## src/bglp_pkg.sv

```systemverilog
// shared types and constants of the lipo battery gauge
// curve tables, register indexes, controller states and command/status words
// no dependencies
package bglp_pkg;

  localparam int SAMPLE_BITS_DEF    = 12;
  localparam int GAIN_FRAC_BITS_DEF = 12;

  localparam int CFG_IDX_W  = 8;
  localparam int CFG_DATA_W = 16;
  localparam int MV_W       = 16;
  localparam int PCT_W      = 7;
  localparam int GAIN_W     = 16;
  localparam int COUNT_W    = 8;
  localparam int N_W        = COUNT_W + 1;

  localparam logic [CFG_IDX_W-1:0] REG_ENABLED      = 8'd0;
  localparam logic [CFG_IDX_W-1:0] REG_SAMPLE_COUNT = 8'd1;
  localparam logic [CFG_IDX_W-1:0] REG_DIVIDER_GAIN = 8'd2;
  localparam logic [CFG_IDX_W-1:0] REG_CALIB_GAIN   = 8'd3;

  localparam logic [COUNT_W-1:0] COUNT_RESET   = 8'd16;
  localparam logic [GAIN_W-1:0]  DIVIDER_RESET = 16'd8192;
  localparam logic [GAIN_W-1:0]  CALIB_RESET   = 16'd4096;

  localparam int CURVE_POINTS = 13;
  localparam int SEG_W        = 4;
  localparam logic [MV_W-1:0] CURVE_MV [CURVE_POINTS] = '{
    16'd3000, 16'd3300, 16'd3500, 16'd3610, 16'd3690, 16'd3750, 16'd3790,
    16'd3830, 16'd3870, 16'd3950, 16'd4110, 16'd4150, 16'd4200
  };
  localparam logic [PCT_W-1:0] CURVE_PCT [CURVE_POINTS] = '{
    7'd0, 7'd5, 7'd10, 7'd20, 7'd30, 7'd40, 7'd50,
    7'd60, 7'd70, 7'd80, 7'd90, 7'd95, 7'd100
  };

  localparam logic [MV_W-1:0]  VALID_MIN_MV = 16'd2500;
  localparam logic [MV_W-1:0]  VALID_MAX_MV = 16'd4350;
  localparam logic [MV_W-1:0]  MV_SAT       = 16'hFFFF;
  localparam logic [PCT_W-1:0] PCT_EMPTY    = 7'd0;
  localparam logic [PCT_W-1:0] PCT_FULL     = 7'd100;

  // shared divider: 16 quotient bits, 4 per step
  localparam int DIV_Q_W    = 16;
  localparam int DIV_D_W    = 10;
  localparam int DIV_BITS   = 4;
  localparam int DIV_STEPS  = DIV_Q_W / DIV_BITS;
  localparam int DIV_CNT_W  = $clog2(DIV_STEPS);
  localparam int OFF_W      = DIV_D_W - 1;
  localparam int DP_W       = 4;

  typedef enum logic [2:0] {
    ST_IDLE,
    ST_MUL,
    ST_ROUND,
    ST_DIV_MV,
    ST_SEG,
    ST_NUMER,
    ST_DIV_PCT,
    ST_FINISH
  } state_t;

  typedef struct packed {
    logic accept;
    logic mul;
    logic load_mv;
    logic step;
    logic seg;
    logic load_pct;
    logic finish;
  } cmd_t;

  typedef struct packed {
    logic complete;
    logic out_busy;
  } status_t;

endpackage

```

## src/bglp_div.sv

```systemverilog
// shared restoring divider, several quotient bits per step
// depends on bglp_pkg
module bglp_div (
  input  logic                         clk,
  input  logic                         load,
  input  logic                         step,
  input  logic [bglp_pkg::DIV_D_W-1:0] rem_init,
  input  logic [bglp_pkg::DIV_Q_W-1:0] dividend,
  input  logic [bglp_pkg::DIV_D_W-1:0] divisor,
  output logic [bglp_pkg::DIV_Q_W-1:0] quotient
);
  import bglp_pkg::*;

  logic [DIV_D_W-1:0] rem_r, rem_nxt;
  logic [DIV_Q_W-1:0] dvd_r, dvd_nxt;
  logic [DIV_D_W-1:0] dvs_r;
  logic [DIV_Q_W-1:0] quo_r;
  logic [DIV_BITS-1:0] qbits;

  always_comb begin
    logic [DIV_D_W:0] trial;
    rem_nxt = rem_r;
    dvd_nxt = dvd_r;
    qbits   = '0;
    for (int i = 0; i < DIV_BITS; i++) begin
      trial   = {rem_nxt, dvd_nxt[DIV_Q_W-1]};
      dvd_nxt = {dvd_nxt[DIV_Q_W-2:0], 1'b0};
      if (trial >= {1'b0, dvs_r}) begin
        trial = trial - {1'b0, dvs_r};
        qbits = {qbits[DIV_BITS-2:0], 1'b1};
      end else begin
        qbits = {qbits[DIV_BITS-2:0], 1'b0};
      end
      rem_nxt = trial[DIV_D_W-1:0];
    end
  end

  always_ff @(posedge clk) begin
    if (load) begin
      rem_r <= rem_init;
      dvd_r <= dividend;
      dvs_r <= divisor;
      quo_r <= '0;
    end else if (step) begin
      rem_r <= rem_nxt;
      dvd_r <= dvd_nxt;
      quo_r <= {quo_r[DIV_Q_W-DIV_BITS-1:0], qbits};
    end
  end

  assign quotient = quo_r;

endmodule

```

## src/bglp_ctrl.sv

```systemverilog
// controller of the battery gauge: sequences scaling, divides and curve lookup
// depends on bglp_pkg
module bglp_ctrl (
  input  logic                clk,
  input  logic                rst_n,
  input  logic                in_valid,
  output logic                in_stall,
  input  bglp_pkg::status_t   sts,
  output bglp_pkg::cmd_t      cmd
);
  import bglp_pkg::*;

  state_t state_r, state_nxt;
  logic [DIV_CNT_W-1:0] cnt_r, cnt_nxt;
  logic last_step;

  assign last_step = (cnt_r == DIV_CNT_W'(DIV_STEPS - 1));

  always_ff @(posedge clk) begin
    if (!rst_n) begin
      state_r <= ST_IDLE;
      cnt_r   <= '0;
    end else begin
      state_r <= state_nxt;
      cnt_r   <= cnt_nxt;
    end
  end

  always_comb begin
    state_nxt = state_r;
    cnt_nxt   = cnt_r;
    cmd       = '0;
    in_stall  = 1'b1;
    case (state_r)
      ST_IDLE: begin
        in_stall   = 1'b0;
        cmd.accept = in_valid;
        if (in_valid && sts.complete) state_nxt = ST_MUL;
      end
      ST_MUL: begin
        cmd.mul   = 1'b1;
        state_nxt = ST_ROUND;
      end
      ST_ROUND: begin
        cmd.load_mv = 1'b1;
        cnt_nxt     = '0;
        state_nxt   = ST_DIV_MV;
      end
      ST_DIV_MV: begin
        cmd.step = 1'b1;
        cnt_nxt  = cnt_r + 1'b1;
        if (last_step) state_nxt = ST_SEG;
      end
      ST_SEG: begin
        cmd.seg   = 1'b1;
        state_nxt = ST_NUMER;
      end
      ST_NUMER: begin
        cmd.load_pct = 1'b1;
        cnt_nxt      = '0;
        state_nxt    = ST_DIV_PCT;
      end
      ST_DIV_PCT: begin
        cmd.step = 1'b1;
        cnt_nxt  = cnt_r + 1'b1;
        if (last_step) state_nxt = ST_FINISH;
      end
      ST_FINISH: begin
        if (!sts.out_busy) begin
          cmd.finish = 1'b1;
          state_nxt  = ST_IDLE;
        end
      end
      default: state_nxt = ST_IDLE;
    endcase
  end

`ifndef ASSERT_OFF
  a_start: assert property (@(posedge clk) disable iff (!rst_n)
    state_r == ST_IDLE && in_valid && sts.complete |=> state_r == ST_MUL)
    else $error("completing word did not start scaling");
  a_div_len: assert property (@(posedge clk) disable iff (!rst_n)
    state_r == ST_DIV_MV && last_step |=> state_r == ST_SEG)
    else $error("voltage divide did not end after its last step");
  a_busy_stall: assert property (@(posedge clk) disable iff (!rst_n)
    state_r != ST_IDLE |-> in_stall)
    else $error("input not stalled while a reading runs");
`endif

endmodule

```

## src/bglp_datapath.sv

```systemverilog
// datapath of the battery gauge: config registers, accumulator, scaling,
// curve interpolation and output register; depends on bglp_pkg and bglp_div
module bglp_datapath #(
  parameter int SAMPLE_BITS    = bglp_pkg::SAMPLE_BITS_DEF,
  parameter int GAIN_FRAC_BITS = bglp_pkg::GAIN_FRAC_BITS_DEF
) (
  input  logic                            clk,
  input  logic                            rst_n,
  input  bglp_pkg::cmd_t                  cmd,
  output bglp_pkg::status_t               sts,
  input  logic [SAMPLE_BITS-1:0]          in_sample_mv,
  output logic                            out_valid,
  input  logic                            out_stall,
  output logic [bglp_pkg::MV_W-1:0]       out_battery_mv,
  output logic                            out_reading_valid,
  output logic [bglp_pkg::PCT_W-1:0]      out_percent,
  input  logic                            cfg_valid,
  input  logic [bglp_pkg::CFG_IDX_W-1:0]  cfg_index,
  input  logic [bglp_pkg::CFG_DATA_W-1:0] cfg_data
);
  import bglp_pkg::*;

  localparam int SUM_W  = SAMPLE_BITS + COUNT_W;
  localparam int PROD_W = 2 * GAIN_W;
  localparam int NUM_W  = SUM_W + PROD_W;
  localparam int RND_W  = NUM_W + 1;
  localparam int SHIFT  = 2 * GAIN_FRAC_BITS;
  localparam int T_W    = RND_W - SHIFT;
  localparam int HI_W   = T_W - DIV_Q_W;
  localparam int CMP_W  = (HI_W > N_W) ? HI_W : N_W;

  logic               enabled_r;
  logic [COUNT_W-1:0] count_r;
  logic [GAIN_W-1:0]  dgain_r, cgain_r;
  logic [PROD_W-1:0]  prod_r;
  logic [SUM_W-1:0]   sum_r, acc_r, sum_add;
  logic [COUNT_W-1:0] taken_r, taken_inc, target;
  logic [N_W-1:0]     n_r, n_nxt;
  logic [NUM_W-1:0]   num_r;
  logic               sat_r, valid_r, lo_r, hi_r;
  logic [MV_W-1:0]    mv_r;
  logic [SEG_W-1:0]   seg_r;
  logic [PCT_W-1:0]   base_r, last_pct_r;
  logic               out_valid_r;
  logic [MV_W-1:0]    out_mv_r;
  logic               out_rv_r;
  logic [PCT_W-1:0]   out_pct_r;

  // accumulation
  assign sum_add   = sum_r + SUM_W'(in_sample_mv);
  assign taken_inc = taken_r + 1'b1;
  assign target    = (count_r == '0) ? COUNT_W'(1) : count_r;
  assign n_nxt     = (taken_inc == '0) ? N_W'(1 << COUNT_W) : {1'b0, taken_inc};
  assign sts.complete = enabled_r && !((taken_inc < target) && (taken_inc != '0));
  assign sts.out_busy = out_valid_r && out_stall;

  // rounding and saturation test ahead of the voltage divide
  logic [RND_W-1:0] rnd;
  logic [T_W-1:0]   tq;
  logic [CMP_W-1:0] hi_ext;
  logic             sat_w;
  assign rnd    = RND_W'(num_r) + (RND_W'(n_r) << (SHIFT - 1));
  assign tq     = rnd[RND_W-1:SHIFT];
  assign hi_ext = CMP_W'(tq[T_W-1:DIV_Q_W]);
  assign sat_w  = hi_ext >= CMP_W'(n_r);

  // segment search on the scaled voltage
  logic [DIV_Q_W-1:0] quo;
  logic [MV_W-1:0]    mv_w;
  logic [SEG_W-1:0]   seg_w;
  assign mv_w = sat_r ? MV_SAT : quo;

  always_comb begin
    seg_w = SEG_W'(CURVE_POINTS - 1);
    for (int i = CURVE_POINTS - 1; i >= 1; i--) begin
      if (mv_w <= CURVE_MV[i]) seg_w = SEG_W'(i);
    end
  end

  // interpolation numerator and denominator
  logic [SEG_W-1:0]   idx_lo;
  logic [MV_W-1:0]    off_full, dv_full;
  logic [PCT_W-1:0]   dp_full;
  logic [OFF_W-1:0]   off, dv;
  logic [DP_W-1:0]    dp;
  logic [DIV_Q_W-1:0] numer;
  assign idx_lo   = seg_r - 1'b1;
  assign off_full = mv_r - CURVE_MV[idx_lo];
  assign dv_full  = CURVE_MV[seg_r] - CURVE_MV[idx_lo];
  assign dp_full  = CURVE_PCT[seg_r] - CURVE_PCT[idx_lo];
  assign off      = off_full[OFF_W-1:0];
  assign dv       = dv_full[OFF_W-1:0];
  assign dp       = dp_full[DP_W-1:0];
  assign numer    = DIV_Q_W'({off, 1'b0}) * DIV_Q_W'(dp) + DIV_Q_W'(dv);

  logic [DIV_D_W-1:0] div_rem;
  logic [DIV_Q_W-1:0] div_dvd;
  logic [DIV_D_W-1:0] div_dvs;
  always_comb begin
    if (cmd.load_pct) begin
      div_rem = '0;
      div_dvd = numer;
      div_dvs = {dv, 1'b0};
    end else begin
      div_rem = sat_w ? '0 : DIV_D_W'(hi_ext[N_W-1:0]);
      div_dvd = tq[DIV_Q_W-1:0];
      div_dvs = DIV_D_W'(n_r);
    end
  end

  bglp_div u_div (
    .clk      (clk),
    .load     (cmd.load_mv || cmd.load_pct),
    .step     (cmd.step),
    .rem_init (div_rem),
    .dividend (div_dvd),
    .divisor  (div_dvs),
    .quotient (quo)
  );

  logic [PCT_W-1:0] pct_w;
  always_comb begin
    if (!valid_r)  pct_w = last_pct_r;
    else if (lo_r) pct_w = PCT_EMPTY;
    else if (hi_r) pct_w = PCT_FULL;
    else           pct_w = base_r + quo[PCT_W-1:0];
  end

  // configuration and state
  always_ff @(posedge clk) begin
    if (!rst_n) begin
      enabled_r  <= 1'b0;
      count_r    <= COUNT_RESET;
      dgain_r    <= DIVIDER_RESET;
      cgain_r    <= CALIB_RESET;
      sum_r      <= '0;
      taken_r    <= '0;
      last_pct_r <= '0;
      out_valid_r <= 1'b0;
    end else begin
      if (cfg_valid) begin
        case (cfg_index)
          REG_ENABLED:      enabled_r <= cfg_data[0];
          REG_SAMPLE_COUNT: count_r   <= cfg_data[COUNT_W-1:0];
          REG_DIVIDER_GAIN: dgain_r   <= cfg_data[GAIN_W-1:0];
          REG_CALIB_GAIN:   cgain_r   <= cfg_data[GAIN_W-1:0];
          default: ;
        endcase
      end
      if (cmd.accept && enabled_r) begin
        if (sts.complete) begin
          sum_r   <= '0;
          taken_r <= '0;
        end else begin
          sum_r   <= sum_add;
          taken_r <= taken_inc;
        end
      end
      if (cmd.finish) begin
        last_pct_r  <= pct_w;
        out_valid_r <= 1'b1;
      end else if (out_valid_r && !out_stall) begin
        out_valid_r <= 1'b0;
      end
    end
  end

  // payload
  always_ff @(posedge clk) begin
    prod_r <= dgain_r * cgain_r;
    if (cmd.accept && sts.complete) begin
      acc_r <= sum_add;
      n_r   <= n_nxt;
    end
    if (cmd.mul) num_r <= acc_r * prod_r;
    if (cmd.load_mv) sat_r <= sat_w;
    if (cmd.seg) begin
      mv_r    <= mv_w;
      seg_r   <= seg_w;
      valid_r <= (mv_w >= VALID_MIN_MV) && (mv_w <= VALID_MAX_MV);
      lo_r    <= mv_w <= CURVE_MV[0];
      hi_r    <= mv_w >= CURVE_MV[CURVE_POINTS-1];
    end
    if (cmd.load_pct) base_r <= CURVE_PCT[idx_lo];
    if (cmd.finish) begin
      out_mv_r  <= mv_r;
      out_rv_r  <= valid_r;
      out_pct_r <= pct_w;
    end
  end

  assign out_valid         = out_valid_r;
  assign out_battery_mv    = out_mv_r;
  assign out_reading_valid = out_rv_r;
  assign out_percent       = out_pct_r;

`ifndef ASSERT_OFF
  a_no_overwrite: assert property (@(posedge clk) disable iff (!rst_n)
    cmd.finish |-> !(out_valid_r && out_stall))
    else $error("result written over a stalled word");
  a_valid_range: assert property (@(posedge clk) disable iff (!rst_n)
    out_valid_r && out_rv_r |-> out_mv_r >= VALID_MIN_MV && out_mv_r <= VALID_MAX_MV)
    else $error("reading flagged valid outside the voltage window");
  a_pct_range: assert property (@(posedge clk) disable iff (!rst_n)
    out_valid_r |-> out_pct_r <= PCT_FULL)
    else $error("percentage above full");
`endif

endmodule

```

## src/battery_gauge_lipo_percent_top.sv

```systemverilog
// lipo battery gauge top level: averages converter samples, scales them to a
// battery voltage and looks up the charge percentage on a 13-point curve
// depends on bglp_pkg, bglp_ctrl, bglp_datapath
//
// input channel: one sample word per handshake (in_valid high, in_stall low).
// while enabled, samples are summed; the word that completes sample_count
// samples starts a reading, other words are taken in one cycle each. while
// disabled, words are taken and dropped.
// a completing word yields one result word after a gain multiply, a rounding
// step, a 4-step voltage divide, segment search, interpolation setup and a
// 4-step interpolation divide; both divides use one shared divider. in_stall
// is high during that sequence.
// result channel: out_valid holds the word in an output register until
// out_stall is low; the next reading may run meanwhile and waits at its end
// only if the register is still occupied.
// configuration: cfg_ready is always high; writes are meant for idle times.
// reset (rst_n low, synchronous) clears the sum, count, stored percentage and
// output valid and restores register defaults.
module battery_gauge_lipo_percent_top #(
  parameter int SAMPLE_BITS    = bglp_pkg::SAMPLE_BITS_DEF,
  parameter int GAIN_FRAC_BITS = bglp_pkg::GAIN_FRAC_BITS_DEF
) (
  input  logic                            clk,
  input  logic                            rst_n,
  input  logic                            in_valid,
  output logic                            in_stall,
  input  logic [SAMPLE_BITS-1:0]          in_sample_mv,
  output logic                            out_valid,
  input  logic                            out_stall,
  output logic [bglp_pkg::MV_W-1:0]       out_battery_mv,
  output logic                            out_reading_valid,
  output logic [bglp_pkg::PCT_W-1:0]      out_percent,
  input  logic                            cfg_valid,
  output logic                            cfg_ready,
  input  logic [bglp_pkg::CFG_IDX_W-1:0]  cfg_index,
  input  logic [bglp_pkg::CFG_DATA_W-1:0] cfg_data
);
  import bglp_pkg::*;

  cmd_t    cmd;
  status_t sts;

  assign cfg_ready = 1'b1;

  bglp_ctrl u_ctrl (
    .clk      (clk),
    .rst_n    (rst_n),
    .in_valid (in_valid),
    .in_stall (in_stall),
    .sts      (sts),
    .cmd      (cmd)
  );

  bglp_datapath #(
    .SAMPLE_BITS    (SAMPLE_BITS),
    .GAIN_FRAC_BITS (GAIN_FRAC_BITS)
  ) u_dp (
    .clk               (clk),
    .rst_n             (rst_n),
    .cmd               (cmd),
    .sts               (sts),
    .in_sample_mv      (in_sample_mv),
    .out_valid         (out_valid),
    .out_stall         (out_stall),
    .out_battery_mv    (out_battery_mv),
    .out_reading_valid (out_reading_valid),
    .out_percent       (out_percent),
    .cfg_valid         (cfg_valid && cfg_ready),
    .cfg_index         (cfg_index),
    .cfg_data          (cfg_data)
  );

endmodule
```

## config.mk

```make
export PLATFORM = sky130hd
export DESIGN_NAME = battery_gauge_lipo_percent_top
export DESIGN_NICKNAME = d
export VERILOG_FILES = /design/src/bglp_pkg.sv /design/src/bglp_div.sv /design/src/bglp_ctrl.sv /design/src/bglp_datapath.sv /design/src/battery_gauge_lipo_percent_top.sv
export SDC_FILE = /design/constraint.sdc
export NUM_CORES = 2
export LEC_CHECK = 0
export BUFFER_PORTS_ARGS = -buffer_cell sky130_fd_sc_hd__buf_2
export CAP_MARGIN = 30
export CORE_AREA = 2 2 279 281
export CTS_BUF_LIST = sky130_fd_sc_hd__clkbuf_4
export DETAILED_ROUTE_END_ITERATION = 10
export DIE_AREA = 0 0 281 283
export GPL_TIMING_DRIVEN = 0
export PLACE_DENSITY = 0.78
export SYNTH_ARGS = -nofsm -noshare
export SYNTH_HDL_FRONTEND = slang
export SYNTH_SLANG_ARGS = --single-unit
```

## constraint.sdc

```tcl
create_clock -name clk -period 11 [get_ports clk]
set_input_delay 2.75 -clock clk [delete_from_list [all_inputs] [get_ports clk]]
set_output_delay 2.75 -clock clk [all_outputs]
set_load 0.02 [all_outputs]
```

==> results_dict.tcl <==
set metrics [dict create \
    path_delay_family "compound AO/OA/AOI/OAI gates" \
    hp-class "reg2reg" \
    status "finished clean" \
    synth_cells 4928 \
    ios 68 \
    synth_top_area_share_pct 33.73 \
    drc 0 \
    syn_nets 6123 \
    power_per_cell_area_nw_per_um2 46.59 \
    clock-sinks 279 \
    relSlewSlack_pct 25.62 \
    syn-mean-instance-area_sq_um 9.082 \
    synthToLayoutAreaGrowth_pct 6.335 \
    cts.root.buffer_cell "clkbuf_4" \
    initial_core_util_pct 58.35 \
    slowest_delay_ns 0.37 \
    crit_arrival_ns 10.97 \
    top_usage_layer "met2" \
    cts_buffers 79 \
    cts.clk_slew.worst_paths_ns 0.07 \
    cts_tree "done" \
    ys_ff_latch 279 \
    rows 102 \
    die_y_microns 283 \
    gp_congestion 1.073 \
    hold_buffers 0 \
    crit_path_frequent_cell "a21oi_1" \
    synthArstFlopShare_pct 0 \
    io_buffers 66 \
    synth_area_sq_um 44750 \
    vias_per_cell 5.765 \
    period_share_pct 93.72 \
    final_layout_size_suffix_gt1_share_pct 5.073 \
    crit_required_ns 11.67 \
    rsz0062_at_grt "false" \
    grt_use_total_pct 33.27 \
    synth_edf_count 149 \
    yosysTopAreaCell "fa_1" \
    crit_fanout 10 \
    min_period_ns 10.31 \
    first_pass_iters 5 \
    setup_violations 0 \
    grt_pass1_wl_microns 202100 \
    overflow 0 \
    synthTopCellsByArea "fa_1 (34%), ha_1 (11%), edfxtp_1 (10%), inv_1 (7.1%), nand2_1 (6.5%)" \
    met2_usage_pct 55.12 \
    yosysWarnings 0 \
    die_x_microns 281 \
    insertion_delay_ns 0.89 \
    post-route-util_pct 62.05 \
    cp_num_buf_inv 7 \
    nets 6276 \
    critPathLaunchType "flop" \
    leakage_nw 22.74 \
    ys_types 83 \
    hold_viol_final 0 \
    ant_nets 0 \
    drv_slew 0 \
    clk_path_buf_depth 3 \
    antenna_found_initial 4 \
    met1_usage_pct 39.82 \
    core_region_area_sq_um 76700 \
    tns_ns 0 \
    gr-usage-met3_pct 6.778 \
    htreeDepth 3 \
    critPathSlowestCell "mux2i_1" \
    seq_area_frac_synth_pct 15.81 \
    grt_pass1_vias 36910 \
    end_kind "flop" \
    grt_max_degree 24 \
    drv_cap 0 \
    wire_per_inst_microns 20.77 \
    dp_hpwl_microns 104300 \
    max_freq_mhz 97.00 \
    fin_skew_ns 0.06734 \
    synth_ff_type "edfxtp_1" \
    drt_iter0_drc 2637 \
    wl_microns 128500 \
    path_class "reg2reg" \
    peakVddDrop_uv 85.98 \
    worst_pin_slew_ns 1.116 \
    dieArea_sq_um 79520 \
    vias 35680 \
]
## report_power, final
part           internal, mW  switching, mW  total, mW  leakage [nW]
combinational        0.0318         0.0493     0.0811          19.7
clock                 0.572          0.475       1.05         0.650
sequential             1.09       0.000519       1.09          2.40
total                  1.69          0.525       2.22          22.7
## cells by family (layout without fill, tap and decap cells)
kind of cell	after synthesis	in the layout	share of synthesized area, %
buffers and inverters	1094	1311	9.201
multiplexers	83	83	1.901
AO/OA/AOI/OAI	570	570	8.273
adder cells (fa/ha/maj)	1154	1154	44.91
other	1	4	0.008379
flip-flops	279	279	15.81
AND/OR/NAND/NOR	1578	1578	16.59
XOR/XNOR	169	169	3.307
## cells in the mapped netlist (27+ instances only)
| master | number |
|---|---|
| a21o_1 | 53 |
| xnor2_1 | 107 |
| nand2_1 | 780 |
| inv_1 | 850 |
| a21oi_1 | 173 |
| edfxtp_1 | 149 |
| o21ai_0 | 108 |
| mux2i_1 | 67 |
| xor2_1 | 62 |
| dfxtp_1 | 130 |
| and2_1 | 307 |
| o21a_1 | 27 |
| fa_1 | 754 |
| nor3_1 | 28 |
| nor2b_1 | 37 |
| nor2_1 | 172 |
| nand2b_1 | 45 |
| ha_1 | 400 |
| nand3_1 | 75 |
| clkbuf_1 | 234 |
## worst reg2reg max path: cells and delay by family (launching register included)
family          cells  cell delay [ns]
fa+ha+maj           4             1.29
buf+inv             7             1.73
mux                 3             1.09
compound gates     19             4.27
simple gates        9             1.37
flops               1             0.36
## placed cells by master, fill, tap and decap left out, types with 45 or more instances in the layout
cell	count
a21oi_1	173
clkbuf_4	113
fa_1	754
nor2_1	170
dfxtp_1	130
a21o_1	53
xor2_1	62
edfxtp_1	149
inv_1	850
xnor2_1	107
ha_1	400
nand2b_1	45
mux2i_1	66
buf_2	69
nand2_1	780
o21ai_0	108
clkbuf_1	233
and2_1	307
nand3_1	75
## metal layers
metal | vias to the layer above | share of wire, %
met2 | 1720 | 47
met5 | - | 0.042
li1 | 15860 | -
met3 | 421 | 9.0
met4 | 2 | 7.1
met1 | 17680 | 36
## sequential cells by signal, summed over array words and instances, names as in the netlist, 2 cells and up
| signal | cells |
|---|---|
| u_dp.cgain_r | 16 |
| u_dp.dgain_r | 16 |
| u_dp.mv_r | 16 |
| u_dp.u_div.dvd_r | 16 |
| u_dp.u_div.rem_r | 10 |
| u_ctrl.state_r | 3 |
| u_dp.u_div.quotient | 16 |
| u_dp.base_r | 7 |
| u_dp.acc_r | 20 |
| u_dp.prod_r | 32 |
| u_dp.seg_r | 4 |
| u_dp.num_r | 29 |
| u_dp.out_percent | 7 |
| u_dp.taken_r | 8 |
| u_dp.count_r | 8 |
| u_ctrl.cnt_r | 2 |
| u_dp.out_battery_mv | 16 |
| u_dp.n_r | 9 |
| u_dp.last_pct_r | 7 |
| u_dp.sum_r | 20 |
| u_dp.u_div.dvs_r | 10 |
## repair_timing
action,in CTS,in global routing
resized for setup,0,3
setup endpoints to repair,0,10
setup buffers,0,0
## metrics by stage
stage | hold WS, ns | power [mW] | cell area [sq um] | instances | setup slack [ns]
after detailed placement | 0.4045 | 1.191 | 46470 | 6039 | 0.7183
after CTS | 0.4163 | 2.233 | 47560 | 6184 | 0.6497
after global placement | 0.4048 | 1.189 | 46390 | 6034 | 0.7541
after floorplan | 0.4003 | 1.160 | 44750 | 4928 | 2.598
after global routing | 0.4341 | 2.292 | 47590 | 6187 | 0.01370
final | 0.4200 | 2.217 | 47590 | 6188 | 0.6911
## worst paths after layout
check	from	endpoint	slack, ns	cells past startpoint
worst max register to register	u_dp.u_div.dvs_r[3]	u_dp.u_div.rem_r[8]	0.69	42
worst max-delay path	u_dp.u_div.dvs_r[3]	u_dp.u_div.rem_r[8]	0.69	42
worst min-delay path	u_dp.mv_r[11]	u_dp.out_battery_mv[11]	0.42	0
worst min register to register	u_dp.mv_r[11]	u_dp.out_battery_mv[11]	0.42	0
## cell type report
class / count / area (sq um)
Sequential cell: 279 / 7077
Inverter: 852 / 3198
Antenna cell: 3 / 7.507
Clock inverter: 32 / 245.2
Timing Repair Buffer: 72 / 420.4
Tap cell: 1040 / 1301
Buffer: 242 / 920.9
Multi-Input combinational cell: 3555 / 33570
Fill cell: 6392 / 29110
Clock buffer: 113 / 848.3
Note: power is estimated with default switching activity, not from simulation.
